$ cat src/rtl/iva_pkg.sv
// shared types and constants for the interval overlap accumulator
// used by iva_front, iva_queue, iva_back and interval_overlap_accumulator
package iva_pkg;

   // reference table size and derived index widths
   localparam int TABLE_DEPTH = 1024;
   localparam int IDX_W = (TABLE_DEPTH > 1) ? $clog2(TABLE_DEPTH) : 1;
   localparam int CNT_W = $clog2(TABLE_DEPTH + 1);

   // field widths
   localparam int POS_W = 30;
   localparam int SUM_W = 36;

   localparam logic [POS_W-1:0] POS_MAX = '1;
   localparam logic [SUM_W-1:0] SUM_MAX = '1;

   // request codes on the input channel
   localparam logic [1:0] REQ_LOAD    = 2'd0;
   localparam logic [1:0] REQ_RESTART = 2'd1;
   localparam logic [1:0] REQ_PLACE   = 2'd2;

   // depth of the queue between front and back
   localparam int QUEUE_DEPTH = 2;
   localparam int QPTR_W = (QUEUE_DEPTH > 1) ? $clog2(QUEUE_DEPTH) : 1;
   localparam int QCNT_W = $clog2(QUEUE_DEPTH + 1);

   // operation carried through the queue
   typedef enum logic [1:0] {
      OP_LOAD,
      OP_RESTART,
      OP_PLACE
   } op_type;

   // one queued word: load carries left/right, place carries start/end
   typedef struct packed {
      op_type           op;
      logic [POS_W-1:0] a;
      logic [POS_W-1:0] b;
      logic             last;
   } entry_type;

   // back end sequencer states
   typedef enum logic [1:0] {
      ST_IDLE,
      ST_SCAN,
      ST_DONE
   } state_type;

endpackage

$ cat src/rtl/iva_front.sv
// front end: accepts request words, drops no-ops, places segments
// depends on iva_pkg; feeds iva_queue
module iva_front (
   input  logic                     clock,
   input  logic                     reset,
   input  logic                     req_valid,
   output logic                     req_stall,
   input  logic [1:0]               req_type,
   input  logic [iva_pkg::POS_W-1:0] req_ref_left,
   input  logic [iva_pkg::POS_W-1:0] req_ref_right,
   input  logic [iva_pkg::POS_W-1:0] req_gap_before,
   input  logic [iva_pkg::POS_W-1:0] req_segment_length,
   input  logic                     req_is_last,
   input  logic                     q_full,
   output logic                     q_push,
   output iva_pkg::entry_type       q_entry
);

   logic [iva_pkg::POS_W-1:0] prev_end_ff;
   logic [iva_pkg::POS_W-1:0] prev_end_in;
   logic [iva_pkg::POS_W+1:0] start_sum;
   logic [iva_pkg::POS_W+1:0] end_sum;
   logic [iva_pkg::POS_W-1:0] seg_start;
   logic [iva_pkg::POS_W-1:0] seg_end;
   logic                      accept;

   // handshake: hold off while the queue is full
   assign req_stall = q_full;
   assign accept    = req_valid && !q_full;

   // placement: end is saturated directly from the full sum
   always_comb begin
      start_sum = {2'b00, prev_end_ff} + {2'b00, req_gap_before} + (iva_pkg::POS_W + 2)'(1);
      end_sum   = {2'b00, prev_end_ff} + {2'b00, req_gap_before}
                + {2'b00, req_segment_length} + (iva_pkg::POS_W + 2)'(1);
      seg_start = (start_sum > {2'b00, iva_pkg::POS_MAX}) ? iva_pkg::POS_MAX
                : start_sum[iva_pkg::POS_W-1:0];
      seg_end   = (end_sum > {2'b00, iva_pkg::POS_MAX}) ? iva_pkg::POS_MAX
                : end_sum[iva_pkg::POS_W-1:0];
   end

   // classify the word and build the queue entry
   always_comb begin
      q_push       = 1'b0;
      q_entry.op   = iva_pkg::OP_LOAD;
      q_entry.a    = req_ref_left;
      q_entry.b    = req_ref_right;
      q_entry.last = req_is_last;
      prev_end_in  = prev_end_ff;
      case (req_type)
         iva_pkg::REQ_LOAD: begin
            q_push = accept;
         end
         iva_pkg::REQ_RESTART: begin
            q_push     = accept;
            q_entry.op = iva_pkg::OP_RESTART;
            if (accept) begin
               prev_end_in = '0;
            end
         end
         iva_pkg::REQ_PLACE: begin
            q_push     = accept;
            q_entry.op = iva_pkg::OP_PLACE;
            q_entry.a  = seg_start;
            q_entry.b  = seg_end;
            if (accept) begin
               prev_end_in = seg_end;
            end
         end
         default: begin
            q_push = 1'b0;
         end
      endcase
   end

   always_ff @(posedge clock) begin
      if (reset) begin
         prev_end_ff <= '0;
      end else begin
         prev_end_ff <= prev_end_in;
      end
   end

endmodule

$ cat config.mk
export PLATFORM = sky130hd
export DESIGN_NAME = iva_front
export DESIGN_NICKNAME = d
export VERILOG_FILES = /design/src/rtl/iva_pkg.sv /design/src/rtl/iva_front.sv
export SDC_FILE = /design/constraint.sdc
export NUM_CORES = 1
export LEC_CHECK = 0
export ABC_AREA = 0
export CAP_MARGIN = 20
export CORE_UTILIZATION = 37
export CTS_BUF_LIST = sky130_fd_sc_hd__clkbuf_4 sky130_fd_sc_hd__clkbuf_8
export DETAILED_ROUTE_END_ITERATION = 8
export DONT_BUFFER_PORTS = 1
export HOLD_SLACK_MARGIN = 0.02
export PLACE_DENSITY_LB_ADDON = 0.12
export SKIP_LAST_GASP = 1
export SLEW_MARGIN = 20
export SYNTH_ARGS = -nofsm -noshare
export SYNTH_HDL_FRONTEND = slang
export SYNTH_SLANG_ARGS = --single-unit
export TNS_END_PERCENT = 30
$ cat constraint.sdc
create_clock -name clock -period 9.9 [get_ports clock]
set_input_delay 1.98 -clock clock [delete_from_list [all_inputs] [get_ports clock]]
set_output_delay 1.98 -clock clock [all_outputs]
set_load 0.02 [all_outputs]
==> impl_metrics.yaml, run 1 <==
outcome:
  outcome: "complete, no violations"
grt:
  antenna_found_initial: 0
  grt_pass1_wl_um: 31800
  overflow: 0
  grt_pass1_vias: 5629
  grt_use_total_pct: 23.3
  grt_max_degree: 59
detailed_routing:
  dr.pass1.iters: 5
  wl_per_cell_um: 18.9
  drtIter0Drc: 528
  drt-total-wl_um: 20900
  dr_total_vias: 6362
  drc: 0
  viasPerCell: 5.76
  ant_nets: 0
layout:
  largest_register: "prev_end_ff"
  multi_input_area_mm2: 0.00528
  area_growth_syn_to_layout_pct: 5.47
  diodes: 0
  nNetsFinal: 1076
  reg_top3: "prev_end_ff: 30 flops"
  drive_gt1_share_pct: 12.9
  fillers: 1800
  largest_reg_flops: 30
  ff_latch_area_um2: 601
critical_path:
  required_ns: 7.92
  worst_setup_path_start_kind: "input port"
  crit_fanout: 23
  crit_arrival_ns: 7.10
  crit_path_end_kind: "output pin"
  criticalPathCategory: "in2out"
min_path:
  holdCritPathClass: "reg2reg"
sta:
  skew_ns: 0.00410
  fin_crit_ns: 9.08
  fin_setup_tns_ns: 0
  rsz0062_at_grt: "no"
  drv_slew: 0
  fin_crit_sh_pct: 91.7
  fmax_mhz: 110
  worst_slew_pin_slew_ns: 0.988
  setup_slack_ns: 0.820
  finalHoldViolCount: 0
  setup_violations: 0
  slew_headroom_pct: 34.1
clock_tree:
  cts_buffers: 5
  cts-htree-levels: 2
  clkLatencyLatePin_ns: 0.30
  cts_hold_buf: 0
  clk_path_buf_depth: 2
  post-cts-setup-buffers: 0
  clock-root-buffer: "clkbuf_8"
  cts_tree: "done"
  clock_sinks: 30
  clkTransAtPathRegs_ns: 0.07
  cts-resized-gates: 0
yosys:
  synthTopCellsByArea: "ha_1 13%, dfxtp_1 9.6%, o21ai_0 6.9%"
  yosysUniqueCellTypes: 86
  syn_nets: 1087
  synth-seq-cells: 30
  synth.most_common_cell: "nand2_1"
  synth_common_cells: "110 x nand2_1, 103 x nor2_1, 87 x o21ai_0"
  yosysWarnings: 0
  synth_area_mm2: 0.00627
  netlist.area_leader.share_pct: 12.6
  seq_area_frac_synth_pct: 9.58
  syn_area_per_cell_um2: 7.01
  async_reset_ff_share_pct: 0
  synth_edf_count: 0
  netlist_instances: 895
  ys.flop_type: "dfxtp_1"
  synth_top_area_cell: "ha_1"
floorplan:
  io_pins: 192
  dieWidth_um: 132
  core_mm2: 0.0166
  fp.dieH_um: 132
  die_area_mm2: 0.0175
  row_count: 47
  start_util_pct: 37.8
pwr:
  fin_total_pwr_mw: 0.737
  p_leak_nw: 2.76
  irDropWorstVdd_uv: 56.4
  power.density_mw_per_mm2: 111
place:
  portBuffers: 0
  gp_congestion: 0.885
  pre_cts_slack_ns: 0.763
  dp_hpwl_um: 17500
job:
  drv_cap: 0
==> path summary, 6_finish.rpt <==
kind / startpoint / end / slack (ns) / cells past startpoint
worst min-delay path: prev_end_ff[29]$_SDFFE_PP0P_ / prev_end_ff[29]$_SDFFE_PP0P_ / 0.47 / 2
worst max-delay path: req_gap_before[0] / q_entry[12] / 0.82 / 20
worst min register to register: prev_end_ff[29]$_SDFFE_PP0P_ / prev_end_ff[29]$_SDFFE_PP0P_ / 0.47 / 2
worst max register to register: prev_end_ff[0]$_SDFFE_PP0P_ / prev_end_ff[11]$_SDFFE_PP0P_ / 4.45 / 19
==> cells by family after synthesis <==
group                      count (synthesis)  share of synthesized area [%]
DFF                                       30                           9.58
adders and majority gates                 65                           13.2
and+or+nand+nor                          338                           26.3
xor gates and xnor gates                  68                           10.5
muxes                                      4                          0.718
AOI/OAI and AO/OA                        306                           33.2
buffers and inverters                     84                           6.52
==> worst max-delay path, cell delays in order <==
cell and delay, ns:
ha_1 0.20, inv_1 0.08, fa_1 0.44, nor2b_4 0.15, o31ai_1 0.12, a211o_2 0.37
a2111oi_0 0.52, a211oi_2 0.15, ha_1 0.39, and3_1 0.23, nand2_1 0.08, a2111oi_0 0.58
o2111ai_1 0.25, a31oi_1 0.23, o211ai_1 0.12, o31a_1 0.36, buf_4 0.26, a21oi_1 0.26
o21ai_0 0.12, buf_4 0.20
==> report_power, final <==
group	switching [mW]	internal (mW)	total [mW]	leakage [nW]
Sequential	0.00749	0.126	0.134	0.243
Clock	0.0542	0.0559	0.110	0.0472
Combinational	0.312	0.181	0.493	2.47
Total	0.374	0.363	0.737	2.76
==> layout make-up <==
cell class	count	area share, %
multi-input cells	781	79.8
flip-flops and latches	30	9.08
well taps	220	4.16
repair buffers	32	3.63
inverters	34	1.93
clock buffers	6	1.25
clock inverters	2	0.189
==> placed cells by master (no fill, tap or decap), types with 4 or more instances in the layout <==
cell / Yosys / layout
nand2_1: 110 / 110
nor2_1: 103 / 102
o21ai_0: 87 / 87
a21oi_1: 64 / 64
ha_1: 63 / 63
xnor2_1: 41 / 41
inv_1: 34 / 34
buf_4: 4 / 32
a21oi_2: 31 / 31
dfxtp_1: 30 / 30
a21o_1: 28 / 28
nand3_1: 26 / 26
xor2_1: 20 / 20
nor3_1: 17 / 17
nand4_1: 14 / 14
o21a_1: 12 / 12
and3_1: 10 / 10
or3_1: 9 / 9
a211oi_1: 8 / 8
nand2b_1: 9 / 8
a31oi_1: 8 / 8
o211ai_1: 7 / 7
and2_1: 6 / 6
xnor2_2: 6 / 6
and4_1: 6 / 6
clkbuf_8: 0 / 6
nor2b_1: 5 / 5
o2111ai_1: 5 / 5
a2111oi_0: 4 / 4
o21bai_1: 4 / 4
o21ai_1: 4 / 4
==> through the flow <==
stage	instances	hold slack, ns	cell area [um^2]	utilization, %
CTS	1105	0.463	6620	39.9
detailed placement	1097	0.453	6520	39.3
floorplan	895	0.429	6270	-
global placement	1097	0.444	6520	39.3
finish	1105	0.467	6620	39.9
global route	1105	0.499	6620	39.9
==> layer usage <==
metal  global-route usage (%)  routed length [um]  up-vias
met5                        0                   0        -
met4                     4.09                 159        0
met3                     5.04                1700       11
met2                     34.0                8580      200
met1                     35.0               10400     2941
li1                         -                   -     3210
No activity file was read; power rests on OpenSTA's default activity.
==> inputs of run 2 (changes only) <==
Clock period 9.9 ns to 11.3 ns, I/O delays scaled along.
==> run 2 against run 1 <==
Effect of this change:
- first-iteration DRC count fell by 17%
- design area fell by 3.2%
- power fell by 15%
- critical path depth fell by 1
- core utilization fell by 1.3 points
- critical path type unchanged
- largest cell class unchanged
- highest routed layer unchanged
==> impl_metrics.yaml, run 2 (synthesis gave the netlist of run 1 again) <==
floorplan:
  core_mm2: 0.0166
  start_util_pct: 37.8
  dieWidth_um: 132
  io_pins: 192
  fp.dieH_um: 132
  row_count: 47
  die_area_mm2: 0.0175
sta:
  worst_slew_pin_slew_ns: 0.965
  drv_slew: 0
  rsz0062_at_grt: "no"
  skew_ns: 0.00940
  finalHoldViolCount: 0
  fin_crit_ns: 10.07
  fin_crit_sh_pct: 89.1
  slew_headroom_pct: 35.7
  fin_setup_tns_ns: 0
  fmax_mhz: 99.3
  setup_violations: 0
critical_path:
  crit_fanout: 17
  criticalPathCategory: "in2out"
  cpPeakStageDelay_ns: 0.62
  path_delay_family: "compound AO/OA/AOI/OAI gates"
  worst_setup_path_start_kind: "input port"
  cp.buffers_inverters: 2
  crit_path_end_kind: "output pin"
  crit_chain: "ha_1 -> inv_1 -> fa_1 -> nor2b_4 -> o31ai_1 -> a211o_2 -> a2111oi_0 -> a211oi_2 -> ha_1 -> and3_1 -> nand2_1 -> a2111oi_0 -> o2111ai_1 -> a31oi_1 -> or4_1 -> o31a_1 -> buf_4 -> a21oi_1 -> o21ai_0"
  required_ns: 9.04
  crit_arrival_ns: 7.81
  cp_slowest_cell: "o31a_1"
clock_tree:
  post-cts-setup-buffers: 0
  clock_sinks: 30
  cts-htree-levels: 2
  clk_path_buf_depth: 2
  clock-root-buffer: "clkbuf_8"
  cts_hold_buf: 0
  clkTransAtPathRegs_ns: 0.07
  cts_tree: "done"
  clkLatencyLatePin_ns: 0.30
  cts-resized-gates: 0
  cts_buffers: 5
detailed_routing:
  ant_nets: 0
  dr.pass1.iters: 5
  drt-total-wl_um: 20700
  drc: 0
  dr_total_vias: 6181
  wl_per_cell_um: 19.3
  drtIter0Drc: 440
  viasPerCell: 5.74
layout:
  drive_gt1_share_pct: 10.0
  layout_commonest_cell: "nand2_1"
  final_cell_mix: "110 x nand2_1, 102 x nor2_1, 87 x o21ai_0, 64 x a21oi_1, 63 x ha_1"
  nNetsFinal: 1048
  diodes: 0
  largest_register: "prev_end_ff"
  largest_reg_flops: 30
  instances_no_fill: 1077
  area_growth_syn_to_layout_pct: 2.11
  fillers: 1791
  reg_top3: "prev_end_ff: 30 flops"
place:
  dp_hpwl_um: 17500
  dp_cells: 1069
  gp_congestion: 0.884
  portBuffers: 0
grt:
  antenna_found_initial: 0
  grt_max_degree: 59
  grt_pass1_wl_um: 31900
  overflow: 0
  grt_use_total_pct: 23.5
  grt_pass1_vias: 5623
pwr:
  p_leak_nw: 2.62
  power.density_mw_per_mm2: 98.1
  irDropWorstVdd_uv: 78.9
outcome:
  outcome: "complete, no violations"
job:
  drv_cap: 0
min_path:
  holdCritPathClass: "reg2reg"
==> run 2: changes by cell type in the layout (fill, tap and decap cells not counted) <==
cell | previous run | this run
buf_4 | 32 | 4
==> run 2: final cells by class <==
type / instances / area (um^2) / share of cell area (%)
inverter: 34 / 128 / 1.99
multi-input combinational: 781 / 5280 / 82.4
clock buffer: 6 / 82.6 / 1.29
sequential: 30 / 601 / 9.38
clock inverter: 2 / 12.5 / 0.195
timing repair buffer: 4 / 30.0 / 0.469
tap: 220 / 275 / 4.30
==> run 2: path summary, 6_finish.rpt <==
path | start | endpoint | slack, ns | depth (start not counted)
max | req_gap_before[0] | q_entry[12] | 1.23 | 19
min | prev_end_ff[29]$_SDFFE_PP0P_ | prev_end_ff[29]$_SDFFE_PP0P_ | 0.46 | 2
min reg2reg | prev_end_ff[29]$_SDFFE_PP0P_ | prev_end_ff[29]$_SDFFE_PP0P_ | 0.46 | 2
max reg2reg | prev_end_ff[0]$_SDFFE_PP0P_ | prev_end_ff[11]$_SDFFE_PP0P_ | 5.67 | 19
==> run 2: where the power goes <==
group          switching, mW  internal (mW)  total (mW)
combinational          0.272          0.144       0.415
sequential           0.00641          0.110       0.117
clock                 0.0469         0.0489      0.0959
==> run 2: per-stage QoR <==
step | hold WS [ns] | total power, mW | utilization, % | cell area, um^2 | setup WS, ns
3_5_place_dp | 0.450 | 0.531 | 38.0 | 6310 | 1.23
2_1_floorplan | 0.429 | 0.452 | - | 6270 | 2.35
5_1_grt | 0.488 | 0.678 | 38.6 | 6400 | 0.637
3_3_place_gp | 0.442 | 0.534 | 38.0 | 6310 | 1.34
4_1_cts | 0.459 | 0.630 | 38.6 | 6400 | 1.22
6_report | 0.460 | 0.628 | 38.6 | 6400 | 1.23
==> run 2: per-layer routing <==
metal	share of wire [%]	track usage [%]
met1	49	33.9
met2	42	34.8
met3	8.8	6.77
met4	0.77	4.02
met5	0	0
==> run 2: tightest hold or removal path, delay by kind of cell (launching register included) <==
family	cells	cell delay [ns]
flops	1	0.31
simple gates	1	0.05
compound gates	1	0.05
