<file path="config.mk">
export PLATFORM = sky130hd
export DESIGN_NAME = iva_queue
export DESIGN_NICKNAME = d
export VERILOG_FILES = /design/src/rtl/iva_pkg.sv /design/src/rtl/iva_queue.sv
export SDC_FILE = /design/constraint.sdc
export NUM_CORES = 1
export LEC_CHECK = 0
export BUFFER_PORTS_ARGS = -buffer_cell sky130_fd_sc_hd__buf_4
export CAP_MARGIN = 20
export CORE_UTILIZATION = 45
export DETAILED_ROUTE_END_ITERATION = 8
export PLACE_DENSITY = 0.7
export SKIP_LAST_GASP = 1
export SLEW_MARGIN = 25
export SYNTH_ARGS = -nofsm -noshare
export SYNTH_HDL_FRONTEND = slang
export SYNTH_SLANG_ARGS = --single-unit
</file>
<file path="constraint.sdc">
create_clock -name clock -period 5.8 [get_ports clock]
set_input_delay 0.29 -clock clock [delete_from_list [all_inputs] [get_ports clock]]
set_output_delay 0.29 -clock clock [all_outputs]
set_load 0.05 [all_outputs]
</file>
<file path="src/rtl/iva_pkg.sv">
// shared types and constants for the interval overlap accumulator
// used by iva_front, iva_queue, iva_back and interval_overlap_accumulator
package iva_pkg;

   // reference table size and derived index widths
   localparam int TABLE_DEPTH = 1024;
   localparam int IDX_W = (TABLE_DEPTH > 1) ? $clog2(TABLE_DEPTH) : 1;
   localparam int CNT_W = $clog2(TABLE_DEPTH + 1);

   // field widths
   localparam int POS_W = 30;
   localparam int SUM_W = 36;

   localparam logic [POS_W-1:0] POS_MAX = '1;
   localparam logic [SUM_W-1:0] SUM_MAX = '1;

   // request codes on the input channel
   localparam logic [1:0] REQ_LOAD    = 2'd0;
   localparam logic [1:0] REQ_RESTART = 2'd1;
   localparam logic [1:0] REQ_PLACE   = 2'd2;

   // depth of the queue between front and back
   localparam int QUEUE_DEPTH = 2;
   localparam int QPTR_W = (QUEUE_DEPTH > 1) ? $clog2(QUEUE_DEPTH) : 1;
   localparam int QCNT_W = $clog2(QUEUE_DEPTH + 1);

   // operation carried through the queue
   typedef enum logic [1:0] {
      OP_LOAD,
      OP_RESTART,
      OP_PLACE
   } op_type;

   // one queued word: load carries left/right, place carries start/end
   typedef struct packed {
      op_type           op;
      logic [POS_W-1:0] a;
      logic [POS_W-1:0] b;
      logic             last;
   } entry_type;

   // back end sequencer states
   typedef enum logic [1:0] {
      ST_IDLE,
      ST_SCAN,
      ST_DONE
   } state_type;

endpackage

</file>
<file path="src/rtl/iva_queue.sv">
// short first-in first-out queue between the front and back ends
// depends on iva_pkg for the entry type and depth
module iva_queue (
   input  logic               clock,
   input  logic               reset,
   input  logic               push,
   input  iva_pkg::entry_type push_entry,
   output logic               full,
   output logic               q_valid,
   input  logic               pop,
   output iva_pkg::entry_type pop_entry
);

   iva_pkg::entry_type             entries_ff [iva_pkg::QUEUE_DEPTH];
   logic [iva_pkg::QPTR_W-1:0]     wr_ptr_ff;
   logic [iva_pkg::QPTR_W-1:0]     wr_ptr_in;
   logic [iva_pkg::QPTR_W-1:0]     rd_ptr_ff;
   logic [iva_pkg::QPTR_W-1:0]     rd_ptr_in;
   logic [iva_pkg::QCNT_W-1:0]     count_ff;
   logic [iva_pkg::QCNT_W-1:0]     count_in;
   logic                           do_push;
   logic                           do_pop;

   assign full      = (count_ff == iva_pkg::QCNT_W'(iva_pkg::QUEUE_DEPTH));
   assign q_valid   = (count_ff != '0);
   assign pop_entry = entries_ff[rd_ptr_ff];
   assign do_push   = push && !full;
   assign do_pop    = pop && q_valid;

   // pointer wrap and occupancy
   always_comb begin
      wr_ptr_in = wr_ptr_ff;
      rd_ptr_in = rd_ptr_ff;
      count_in  = count_ff;
      if (do_push) begin
         wr_ptr_in = (wr_ptr_ff == iva_pkg::QPTR_W'(iva_pkg::QUEUE_DEPTH - 1)) ? '0
                   : wr_ptr_ff + iva_pkg::QPTR_W'(1);
      end
      if (do_pop) begin
         rd_ptr_in = (rd_ptr_ff == iva_pkg::QPTR_W'(iva_pkg::QUEUE_DEPTH - 1)) ? '0
                   : rd_ptr_ff + iva_pkg::QPTR_W'(1);
      end
      if (do_push && !do_pop) begin
         count_in = count_ff + iva_pkg::QCNT_W'(1);
      end else if (do_pop && !do_push) begin
         count_in = count_ff - iva_pkg::QCNT_W'(1);
      end
   end

   always_ff @(posedge clock) begin
      if (reset) begin
         wr_ptr_ff <= '0;
         rd_ptr_ff <= '0;
         count_ff  <= '0;
      end else begin
         wr_ptr_ff <= wr_ptr_in;
         rd_ptr_ff <= rd_ptr_in;
         count_ff  <= count_in;
      end
   end

   // entry storage
   always_ff @(posedge clock) begin
      if (do_push) begin
         entries_ff[wr_ptr_ff] <= push_entry;
      end
   end

endmodule

</file>
==> results of run 1 <==
[power breakdown]
group          internal [mW]  leakage [nW]  switching [mW]
sequential              1.19          1.22          0.0560
clock                  0.824         0.315           0.371
combinational          0.418          1.20           0.784
[cells by family after synthesis]
family,Yosys count
AO/OA/AOI/OAI,5
flip-flops,131
adder cells (fa/ha/maj),1
XOR/XNOR,3
AND/OR/NAND/NOR,9
multiplexers,63
buffers and inverters,9
[worst register-to-register path, delay by kind of cell, from the launching register on]
| family | cells | cell delay (ns) |
|---|---|---|
| and+or+nand+nor | 2 | 0.52 |
| buffers and inverters | 2 | 1.05 |
| DFF | 1 | 0.33 |
[per-layer routing]
layer | track usage | routed length [µm] | vias to the layer above
met2 | 0.292 | 4660 | 79
met5 | 0 | 0 | -
li1 | - | - | 1292
met3 | 0.0399 | 369 | 12
met4 | 0.0845 | 144 | 0
met1 | 0.201 | 3670 | 1318
[how the worst max path moves through the flow]
| stage | start | to | slack [ns] | depth (start not counted) |
|---|---|---|---|---|
| 2_1_floorplan | count_ff[1]$_SDFFE_PP0P_ | entries_ff[1][0]$_DFFE_PP_ | 3.15 | 3 |
| 3_3_place_gp | flop | pop_entry[58] | 3.53 | 3 |
| 3_5_place_dp | count_ff[0]$_SDFFE_PP0P_ | entries_ff[0][26]$_DFFE_PP_ | 3.51 | 4 |
| 4_1_cts | flop | pop_entry[58] | 3.01 | 3 |
| 5_1_grt | flop | pop_entry[41] | 2.92 | 3 |
| 6_report | flop | pop_entry[41] | 3.07 | 3 |
[cell usage in the layout (no fill, tap or decap)]
cell,instances
sky130_fd_sc_hd__buf_4,134
sky130_fd_sc_hd__edfxtp_1,126
sky130_fd_sc_hd__dlygate4sd3_1,64
sky130_fd_sc_hd__mux2_2,63
sky130_fd_sc_hd__clkbuf_16,16
sky130_fd_sc_hd__bufinv_16,7
sky130_fd_sc_hd__nor2_1,4
sky130_fd_sc_hd__clkinvlp_4,4
sky130_fd_sc_hd__dfxtp_1,4
sky130_fd_sc_hd__o21ai_0,3
sky130_fd_sc_hd__xor2_1,3
sky130_fd_sc_hd__or3_1,2
sky130_fd_sc_hd__a21oi_1,2
sky130_fd_sc_hd__clkinv_1,2
sky130_fd_sc_hd__or2_2,1
sky130_fd_sc_hd__nor2b_2,1
sky130_fd_sc_hd__inv_1,1
sky130_fd_sc_hd__and2_2,1
sky130_fd_sc_hd__inv_2,1
sky130_fd_sc_hd__ha_1,1
sky130_fd_sc_hd__dfxtp_2,1
sky130_fd_sc_hd__clkbuf_8,1
sky130_fd_sc_hd__clkinv_2,1
sky130_fd_sc_hd__clkinv_4,1
[metrics by stage]
stage               total power, mW  hold WS [ns]
global placement               2.43         0.474
floorplan                      2.11         0.359
detailed placement             2.44         0.475
CTS                            3.68         0.134
global route                   3.77         0.172
finish                         3.64         0.163
[layout make-up]
| class | count | area, µm² |
|---|---|---|
| sequential | 131 | 3880 |
| inverter | 2 | 7.51 |
| timing repair buffer | 198 | 1650 |
| fill | 678 | 3070 |
| multi-input combinational | 81 | 823 |
| clock buffer | 17 | 414 |
| clock inverter | 15 | 262 |
| tap | 136 | 170 |
[sequential cells by signal, summed over array words and instances, names as in the netlist, named ones only]
name / flops
entries_ff: 126
count_ff: 2
rd_ptr_ff: 1
wr_ptr_ff: 1
[what timing repair did]
item | in CTS | in global routing
hold buffers | 64 | 0
endpoints found under the setup margin | 0 | 0
resized for setup | 0 | 0
hold endpoints to repair | 131 | 0
==> run summary, run 1 <==
The endpoint type of the worst setup path is a primary output. On the worst path, the slowest cell contributes a delay of 0.75 ns. The global router's overall resource usage was 0.170; the proportion of synthesized flip-flops having asynchronous set or reset was 0. The path class of the tightest hold or removal check is in -> reg. After layout, the worst setup slack is 3.07 ns.

The post-route fraction of the period consumed by the critical path is 0.470. TritonCTS built the clock tree. The post-synthesis share of cell area spent on and, or, nand and nor gates was 0.0103. Startpoint type of the worst setup path: a flop. The worst-case IR drop observed on VDD is 0.000280 V. Adding up every negative setup slack in the final design gives 0 ns.

The post-synthesis register bit count was 131; the number of buffers added on ports was 131. STA puts the critical path data arrival time at 2.44 ns. For the number of post-CTS setup repair buffers, the log shows 0.

In this design, the critical path's most frequently occurring cell is sky130_fd_sc_hd__buf_4. Summed over all cells, the static leakage comes to 2.74 nW. The register-to-register setup slack was 3.54 ns; the horizontal extent of the die was 105 µm.

The routed layout has 2701 vias. The utilization after layout was 0.701; the die height was 105 µm. Clock latency on the worst-skew pair, taken at its later pin, is 0.50 ns. The biggest area contributor in the post-synthesis netlist is sky130_fd_sc_hd__edfxtp_1. The largest delay contributor family on the critical path was flip-flops. By count the netlist is led by sky130_fd_sc_hd__edfxtp_1, sky130_fd_sc_hd__mux2_2, sky130_fd_sc_hd__buf_2.

The worst hold path terminates at wr_ptr_ff$_SDFFE_PP0N_. The synthesized-area fraction occupied by xor and xnor cells is 0.00553. Clock-pin slew was measured on the worst setup and hold paths at 0.06 ns. The path type of the worst setup path was reg -> out. By area, the combinational part of the netlist is dominated by multiplexers. The worst hold path stage count is 4. Derived from the worst setup path, the maximum achievable clock frequency is 367 MHz. The area of the core region was 0.0103 mm².

After technology mapping, the gate count stands at 221. The number of buffers created by CTS was 17; the warning count from the yosys run was 0. The portion of netlist area occupied by mux cells works out to 0.149. The tools report the number of placed cells counting well taps as 484. The first-pass GRT wire length came out at 14.0 mm.

The overall routed net length is 8.85 mm. The maximum net fanout on the critical path came out at 37. The startpoint identified for the worst hold timing path is push.

Setup repair after global routing left no endpoint under its margin. The arithmetic-cell share of the synthesized area counting full adders, half adders and majority gates is 0.00264. The congestion estimate from routability-driven global placement came to 0.697.

Power spread over the standard cell area amounts to 506 mW/mm². The logs give 5.06 mm for the post-DP HPWL and 0.818 for the register area share after synthesis. The relative slew slack came out at 0.553. The I/O pin count is 132. In this run the critical register-to-register path is captured at entries_ff[0][62]$_DFFE_PP_. The logs give 37 for the number of placement rows and 2 for the clock tree buffer depth. For this run, the post-layout net count is 499.

After the first detailed-routing iteration, the DRC count stood at 133. The effective utilization at floorplan was 0.462. The average instance in the mapped netlist occupies 21.5 µm². The cell area that synthesis handed to floorplanning was 0.00475 mm². The flow ran to the end, and the final reports show no timing, DRC or antenna violations. Max-cap violations in this run came to 0. For this run, design rule violations remaining after detail routing come to 0. For the post-layout instance count excluding filler cells, the log shows 580. The number of enable flip-flop cells after synthesis is 126, and the number of global-route vias before repair is 2850. The run gives 0 as the setup violation total in the final timing report. Synthesis-to-finish area growth: 51.8%. Fraction of post-synthesis cell area in the top cell type by area: 0.797. Counting distinct cell types in the post-synthesis netlist gives 14. The signal on the critical path passes through buf_4 -> mux2_2 -> buf_4. The worst slack at placement is 3.51 ns. For the design area, the log shows 0.00721 mm². The cell sitting at the root of the clock tree is a sky130_fd_sc_hd__clkbuf_8. The placed instances occupy a cell area of 0.00589 mm². The number of nets handed over by synthesis was 289.

The share of cells above drive strength 1 was 0.523; the average via count per standard cell was 4.66. The synthesized-area fraction occupied by ao, oa, aoi and oai cells is 0.00527. After detailed routing, the average wire length per cell comes to 15.3 µm. Sorting the synthesized cells by area gives the leading types as sky130_fd_sc_hd__edfxtp_1, sky130_fd_sc_hd__mux2_2, sky130_fd_sc_hd__dfxtp_1. The clock tree synthesis step divided the H-tree into 4 levels. The most frequent cell after synthesis was sky130_fd_sc_hd__edfxtp_1. The number of clock sinks was 131; the number of diodes was 0.

In this run the critical register-to-register path is launched from count_ff[1]$_SDFFE_PP0P_. Before antenna repair, the detailed router went through 4 iterations. The worst-margin pin slew is 0.669 ns. The tools report the number of nets still failing antenna checks after routing as 0. The floorplan step defined a die boundary enclosing 0.0110 mm².

The buffers plus inverters on the worst setup path is 2, and the worst clock skew on the final layout is 0.00518 ns. The routed design could run at a clock period as short as 2.73 ns. Critical path's slowest cell: sky130_fd_sc_hd__dfxtp_2.

The number of cells on the worst reg-to-reg path is 4. Entering global routing, the biggest net connects 38 pins. The run gives 0 as the number of antenna violations at the first check in global routing.

The tools report the final-report max-slew violation count as 0. At the worst endpoint, the required time is 5.51 ns. The run gives 0 as the total congestion overflow after global routing. The tools report the count of final hold-check violations as 0.

The dominant register cell in the synthesized netlist was sky130_fd_sc_hd__edfxtp_1.
No activity file was read; power rests on OpenSTA's default activity.
==> run 2, diff against run 1 <==
ABC_AREA = 1   (was not set)
PLACE_DENSITY = 0.72   (was 0.7)
clock period = 2.2 ns   (was 5.8 ns; I/O delays follow)
==> run 2 against run 1 <==
Register-to-register slack worse by 2.9 ns. Wire length up 3.4%. Clock skew up 0.0060 ns. Final cell count up 3.4%. Count of clock-buffer cells in the layout up 9. Combinational power rose to 2.6 times the previous value. Via count up 3.4%. Area after synthesis up 7.3%. Power up 140%. Critical path type unchanged. First-iteration DRC count down 37%. Utilization down 2.6 points.
==> run summary, run 2 <==
At the pin with the least slew margin, the transition time is 0.552 ns. The final critical path time including I/O delays and setup is 1.90 ns. The fraction of post-synthesis cell area in the top cell type by area is 0.743, and the standby leakage power is 2.95 nW.

Ranked by instance count, the synthesized netlist is headed by sky130_fd_sc_hd__edfxtp_1, sky130_fd_sc_hd__mux2_4, sky130_fd_sc_hd__inv_1, sky130_fd_sc_hd__nor2_1, sky130_fd_sc_hd__nand2_1. The number of setup buffers added after CTS is 0. The detailed router finished its first iteration with 84 violations. The average routed wire per standard cell came out at 15.2 µm.

In this run, synthesis produced a sequential element count of 131. The area of the core region came out at 0.0109 mm². The worst hold path stage count is 5. Setup violations remaining at the end of the flow were counted as 0. Data on the critical path arrives at its endpoint at 1.79 ns. Startpoint type of the worst setup path: a flop.

The relative slew slack was 0.632; the post-DP HPWL was 5.44 mm. The synthesis-to-finish area growth was 45.0%. The kind of path behind the tightest hold check was in -> reg. The warning count from the yosys run was 0.

The number of antenna violations at the first check in global routing came out at 0. Worst hold slack across all endpoints: 0.148 ns. After synthesis the cells add up to 0.00509 mm². The library cells used most frequently in the layout, excluding fill and tap cells, are sky130_fd_sc_hd__buf_4, sky130_fd_sc_hd__edfxtp_1, sky130_fd_sc_hd__dlygate4sd3_1, sky130_fd_sc_hd__mux2_4, sky130_fd_sc_hd__clkbuf_16. The number of nets still failing antenna checks after routing came out at 0. Clock-pin slew was measured on the worst setup and hold paths at 0.05 ns. The share of cells above drive strength 1 is 0.500. The synthesized design spends more area on one cell type than any other, namely sky130_fd_sc_hd__edfxtp_1. Synthesis produced a netlist whose cell count is 233.

The largest net degree at the start of global routing came out at 41. The tools report the routability-driven placement congestion ratio as 0.673. TritonCTS built the clock tree.

The synthesized design contains 126 enable-type register cells. The number of global-route vias before repair is 2988. Worst-case vdd ir drop: 0.000750 V. TritonCTS created 17 clock buffers. The post-cts repair resize count was 0; the number of buffers added on ports was 131.

The critical path is of the reg -> out type. From left edge to right edge, the die measures 108 µm. The maximum net fanout on the critical path was 21. Leaving out fill and tap cells, the most frequent cell in the layout is sky130_fd_sc_hd__buf_4.

The tools report the endpoint type of the worst setup path as a primary output. The tree built by TritonCTS fans out to 131 sinks. The clock latency at the later pin of the worst-skew pair is 0.40 ns. The register with the most flip-flops in the layout has 126 of them.

The run gives 515 as the total number of nets in the final design. For the number of filler instances in the final layout, the log shows 736. The register area share after synthesis was 0.762. The worst hold path begins at push. The fraction of power spent switching nets works out to 0.339. The path with the worst hold slack has its endpoint at wr_ptr_ff$_SDFFE_PP0N_. Counting every net in the synthesized netlist gives 301.

The final-report max-slew violation count was 0. The run gives 13.7 mm as the first-pass GRT wire length. The number of cells on the worst reg-to-reg path is 9. The most common cell in the synthesized netlist is sky130_fd_sc_hd__edfxtp_1. The register share of total power is 0.372, and the overall routed net length is 9.15 mm.

The post-route fraction of the period consumed by the critical path was 0.866. In this run the core area contains 38 standard-cell rows. At the worst endpoint, the required time is 2.09 ns.

The largest registers in the layout are entries_ff: 126 flops, count_ff: 2 flops. The worst register-to-register path ends at count_ff[1]$_SDFFE_PP0P_. The tools report the utilization after layout as 0.675.

The final route contains 2793 vias. The count of unique library cells instantiated by Yosys was 15. The average via count per standard cell is 4.66, and the internal portion of total power is 5.89 mW. Clock tree buffer depth: 2. The tools report the I/O pin count as 132.

Across the run, the number of max-cap violations was 0. For the worst clock skew on the final layout, the log shows 0.0111 ns. In this run the mean area of a mapped cell was 21.9 µm².

For the portion of total power attributed to the clock network, the log shows 0.274. Dominant register cell in the synthesized netlist: sky130_fd_sc_hd__edfxtp_1. The count of unresolved DRC violations after routing is 0, and the power density of the placed cells is 1210 mW/mm².

The total overflow left after global routing is 0. The first detailed-routing pass ran for 4 iterations. In this run the clock root is driven by a sky130_fd_sc_hd__clkbuf_16. The count of final hold-check violations was 0; the number of diodes was 0. For the effective utilization at floorplan, the log shows 0.466. Setup slack on the worst reg-to-reg path comes out at 0.63 ns. The proportion of synthesized flip-flops having asynchronous set or reset works out to 0. The area of the die was 0.0117 mm²; the power share of the combinational group was 0.354. The critical register-to-register path startpoint was count_ff[1]$_SDFFE_PP0P_. The timing-limited maximum frequency was 525 MHz.

More flip-flops sit in one register than any other, and that register is entries_ff. The tools report the global router's overall resource usage as 0.161. In the post-synthesis netlist, the biggest area contributors are sky130_fd_sc_hd__edfxtp_1, sky130_fd_sc_hd__mux2_4, sky130_fd_sc_hd__buf_12. Setup repair after global routing left no endpoint under its margin.

The flow ran to the end, and the final reports show no timing, DRC or antenna violations. The clock tree synthesis step divided the H-tree into 4 levels. Summed over all nets, the switching power comes to 3.01 mW.

Measured along the y axis, the die boundary spans 108 µm.
## run 2: cell count changes in the layout (fill, tap and decap cells not counted), moves of 3 or more
cell / change
sky130_fd_sc_hd__mux2_4: +60
sky130_fd_sc_hd__inv_1: +7
sky130_fd_sc_hd__bufinv_16: -7
sky130_fd_sc_hd__xor2_1: -3
sky130_fd_sc_hd__clkinv_2: +3
sky130_fd_sc_hd__nand2_1: +7
sky130_fd_sc_hd__mux2_2: -60
sky130_fd_sc_hd__clkbuf_1: +6
## run 2: worst max-delay path by stage
| stage | start | endpoint | slack, ns | cells after the start |
|---|---|---|---|---|
| finish | flop | pop_entry[24] | 0.30 | 3 |
| detailed placement | count_ff[1]$_SDFFE_PP0P_ | count_ff[1]$_SDFFE_PP0P_ | 0.66 | 9 |
| global placement | flop | pop_entry[34] | 0.69 | 3 |
| global route | flop | pop_entry[1] | 0.22 | 3 |
| floorplan | count_ff[1]$_SDFFE_PP0P_ | entries_ff[0][0]$_DFFE_PP_ | -0.34 | 3 |
| CTS | flop | pop_entry[34] | 0.25 | 3 |
## run 2: per-layer routing
layer,track usage,share of wire
met5,0,0
met4,0.0888,0.017
met3,0.0476,0.060
met2,0.289,0.54
met1,0.166,0.38
## run 2: cells by family (layout without fill, tap and decap cells)
| logic type | after synthesis | after routing | share of synthesized area |
|---|---|---|---|
| flops | 131 | 131 | 0.762 |
| simple gates | 18 | 18 | 0.0142 |
| compound gates | 5 | 5 | 0.00565 |
| fa+ha+maj | 1 | 1 | 0.00246 |
| buf+inv | 15 | 242 | 0.0317 |
| mux | 63 | 63 | 0.183 |
## run 2: power by group through the flow
stage / registers, mW / clock network (mW) / logic (mW)
after CTS: 3.32 / 2.50 / 3.18
after global routing: 3.35 / 2.62 / 3.30
after detailed placement: 3.37 / 0 / 3.08
after global placement: 3.35 / 0 / 3.05
after floorplan: 3.29 / 0 / 2.44
final: 3.31 / 2.44 / 3.15
## run 2: through the flow
| step | area [µm²] | instances | setup TNS, ns | worst slack (ns) | power, mW |
|---|---|---|---|---|---|
| 2_1_floorplan | 5100 | 233 | -43.14 | -0.342 | 5.73 |
| 3_3_place_gp | 6210 | 503 | 0 | 0.690 | 6.40 |
| 3_5_place_dp | 6210 | 503 | 0 | 0.657 | 6.44 |
| 4_1_cts | 7380 | 600 | 0 | 0.254 | 9.00 |
| 5_1_grt | 7380 | 600 | 0 | 0.222 | 9.27 |
| 6_report | 7380 | 600 | 0 | 0.295 | 8.90 |
## run 2: layout make-up
cell class,count,area [µm²],share of cell area
inverters,8,30.0,0.00407
repair buffers,202,1700,0.231
flip-flops and latches,131,3890,0.526
clock inverters,6,35.0,0.00474
multi-input cells,87,1060,0.144
clock buffers,26,489,0.0662
well taps,140,175,0.0237
## run 2: critical path, cell delays in order (launching register included)
cell                      delay (ns)
sky130_fd_sc_hd__dfxtp_4        0.61
sky130_fd_sc_hd__buf_12         0.26
sky130_fd_sc_hd__mux2_4         0.33
sky130_fd_sc_hd__buf_4          0.19
## run 2: what timing repair did
item,CTS,global route
endpoints found under the setup margin,0,0
hold buffers,65,0
endpoints found under the hold margin,129,0
==> run 3, diff against run 2 <==
ABC_AREA = 0   (was 1)
CELL_PAD_IN_SITES_DETAIL_PLACEMENT = 1   (was not set)
CELL_PAD_IN_SITES_GLOBAL_PLACEMENT = 1   (was not set)
CORE_UTILIZATION = 39   (was 45)
PLACE_DENSITY = not set   (was 0.72)
PLACE_DENSITY_LB_ADDON = 0.1   (was not set)
==> run 3 against run 2 <==
The run now ends with DRC left. Clock skew decreased by 0.0060 ns. Count of clock-buffer cells in the layout decreased by 8. Sequential cell count unchanged. Final cell count decreased by 1.7%. Non-clock buffer count decreased by 1. Sequential power decreased by 2%. Combinational power increased by 5%. Critical path depth unchanged. Hold slack improved by 0.037 ns. Global-route usage increased by 0.63 points. Clock power increased by 5%. Worst setup slack got worse by 0.047 ns. Largest cell class unchanged. Largest power group is now combinational cells. Highest routed layer unchanged.
==> run summary, run 3 (synthesized netlist as in run 1, its figures left out) <==
After routing the design area is 0.00715 mm². The tools report the number of buffers created by CTS as 17. Setup repair after global routing left no endpoint under its margin.

The clock latency at the later pin of the worst-skew pair came out at 0.40 ns. Once routing completed, OpenROAD measured the worst setup slack at 0.248 ns. Number of antenna violations at the first check in global routing: 0.

Entering global routing, the biggest net connects 38 pins. In the routed design, unresolved DRC markers number 7. For the violation count after the first detailed-route iteration, the log shows 124. Largest delay contributor family on the critical path: flip-flops. The number of setup buffers added after CTS is 0.

The run gives 0.00512 ns as the worst clock skew on the final layout. The floorplan step defined a core boundary enclosing 0.0117 mm². After legalization and detailed placement, the total HPWL measured 5.88 mm.

The clock passes through at most 2 buffers. The worst-case IR drop observed on VDD is 0.000611 V. Leaving out fill and tap cells, the most frequent cell in the layout is sky130_fd_sc_hd__buf_4. STA puts the critical path data arrival time at 1.84 ns. The average via count per standard cell works out to 4.67. During I/O placement, the number of pins put on the boundary was 132. The die covers 0.0126 mm². The signal on the critical path passes through buf_12 -> mux2_2 -> buf_4. The tools report the timing-limited maximum frequency as 512 MHz. The register share of total power is 0.358. The number of nets still failing antenna checks after routing was 0. The tightest hold path in the finished design has a slack of 0.186 ns. The first global-routing pass estimated 15.5 mm of wire. For flop-to-flop paths, the worst setup slack is 0.50 ns. The max-cap check violation count is 0, and the synthesis-to-finish area growth is 50.5%. The setup path with the least slack is of type reg -> out. Summing all placed instances gives a cell area of 0.00596 mm².

The kind of path behind the tightest hold check was in -> reg. Once the clock tree was built, the resizer swapped 0 gates to a different size. The share of cells above drive strength 1 came out at 0.530. The library cells used most frequently in the layout, excluding fill and tap cells, are sky130_fd_sc_hd__buf_4, sky130_fd_sc_hd__edfxtp_1, sky130_fd_sc_hd__dlygate4sd3_1, sky130_fd_sc_hd__mux2_2, sky130_fd_sc_hd__clkbuf_16. The clock-pin slew on the worst setup and hold paths came out at 0.05 ns. The endpoint identified for the worst register-to-register timing path is entries_ff[0][53]$_DFFE_PP_.

The tools report the number of placement rows as 39. The utilization after layout was 0.613. For the finished layout, the period the worst path requires is 1.95 ns. The register with the most flip-flops in the layout has 126 of them.

Counting flops per register, the top entry is entries_ff. The worst hold path begins at push. The effective utilization at floorplan was 0.407; the die height was 112 µm. The worst hold path passes through 4 cells. The number of filler instances in the final layout was 1064; the overall power consumption was 9.11 mW.

Summed over all cells, the static leakage comes to 2.70 nW. In this run the critical register-to-register path is launched from count_ff[0]$_SDFFE_PP0P_. The clock tree synthesis step divided the H-tree into 4 levels. Dividing total power by cell area gives a power density of 1280 mW/mm². CTS placed an instance of sky130_fd_sc_hd__clkbuf_16 at the clock tree root. The endpoint type of the worst setup path was a primary output.

The count of final hold-check violations was 0; the largest stage delay on the critical path was 0.56 ns. The worst setup path is launched from a flop. The number of placed cells counting well taps was 494. The run gives 502 as the total number of nets in the final design.

The number of global-route vias before repair was 3087; the worst-margin pin slew was 0.496 ns. The quantity of hold-fixing buffers added after cts is 64, and the average routed wire per standard cell is 16.4 µm. At the placement stage, the worst setup path has a slack of 0.501 ns. Buffers placed on the I/O ports in this run total 131. For this design, the sink count on the clock tree is 131. The internal portion of the total power is 5.84 mW. The final reports fail on DRC. The run finished, with violations left. TritonCTS built the clock tree. The tools report the relative slew slack as 0.670.

The post-route fraction of the period consumed by the critical path was 0.887; the post-layout instance count excluding filler cells was 590. For the accumulated negative setup slack, the log shows 0 ns. The run gives 0.362 as the power share of the combinational group.

The largest registers in the layout are entries_ff: 126 flops, count_ff: 2 flops. Along the worst path, the maximum fanout reaches 37. The setup violation total in the final timing report is 0. The run gives 2755 as the via count. The die is 112 µm wide.

The global router's overall resource usage is 0.167, and the buffers plus inverters on the worst setup path is 2. The worst register-to-register path has a depth of 4. The analysis attributes to net switching a power of 3.27 mW. 0 antenna diodes ended up in the layout.

The worst hold path terminates at wr_ptr_ff$_SDFFE_PP0N_. The required time at the endpoint of the critical path was 2.09 ns. The number of detailed-route iterations in the first pass came out at 6. The total congestion overflow after global routing came out at 0.

The logs give 0.280 for the portion of total power attributed to the clock network and 0.716 for the routability-driven placement congestion ratio. The final-report max-slew violation count is 0. Wires add up to 9.67 mm. The fraction of power spent switching nets was 0.359. The critical path's slowest cell was sky130_fd_sc_hd__dfxtp_2.
run 3: area by class of cell:
class / instances / area [µm²] / area share
flip-flops and latches: 131 / 3880 / 0.543
repair buffers: 201 / 1690 / 0.237
multi-input cells: 81 / 833 / 0.117
clock buffers: 18 / 429 / 0.0600
well taps: 143 / 179 / 0.0250
clock inverters: 14 / 116 / 0.0163
inverters: 2 / 11.3 / 0.00158
run 3: power by group through the flow:
stage          sequential [mW]  combinational [mW]  clock [mW]
2_1_floorplan             3.26                2.31           0
3_3_place_gp              3.30                3.22           0
3_5_place_dp              3.32                3.23           0
4_1_cts                   3.27                3.34        2.61
5_1_grt                   3.30                3.47        2.68
6_report                  3.26                3.30        2.55
run 3: routing by layer:
metal	global-route usage	share of wire
met1	0.176	0.39
met2	0.304	0.54
met3	0.0540	0.059
met4	0.0747	0.013
met5	0	0
run 3: worst max-delay path by stage:
stage	startpoint	endpoint	slack (ns)	cells after the start
after floorplan	count_ff[1]$_SDFFE_PP0P_	entries_ff[0][0]$_DFFE_PP_	0.008	3
after global placement	count_ff[0]$_SDFFE_PP0P_	entries_ff[0][44]$_DFFE_PP_	0.54	4
after detailed placement	count_ff[0]$_SDFFE_PP0P_	entries_ff[0][44]$_DFFE_PP_	0.50	4
after CTS	flop	pop_entry[18]	0.20	3
after global routing	flop	pop_entry[35]	0.15	3
final	flop	pop_entry[55]	0.25	3
run 3: worst register-to-register path: stages, from the launching register on:
cell,delay (ns)
sky130_fd_sc_hd__dfxtp_1,0.45
sky130_fd_sc_hd__nor2b_4,0.08
sky130_fd_sc_hd__or3_4,0.36
sky130_fd_sc_hd__clkinvlp_4,0.10
sky130_fd_sc_hd__buf_4,0.35
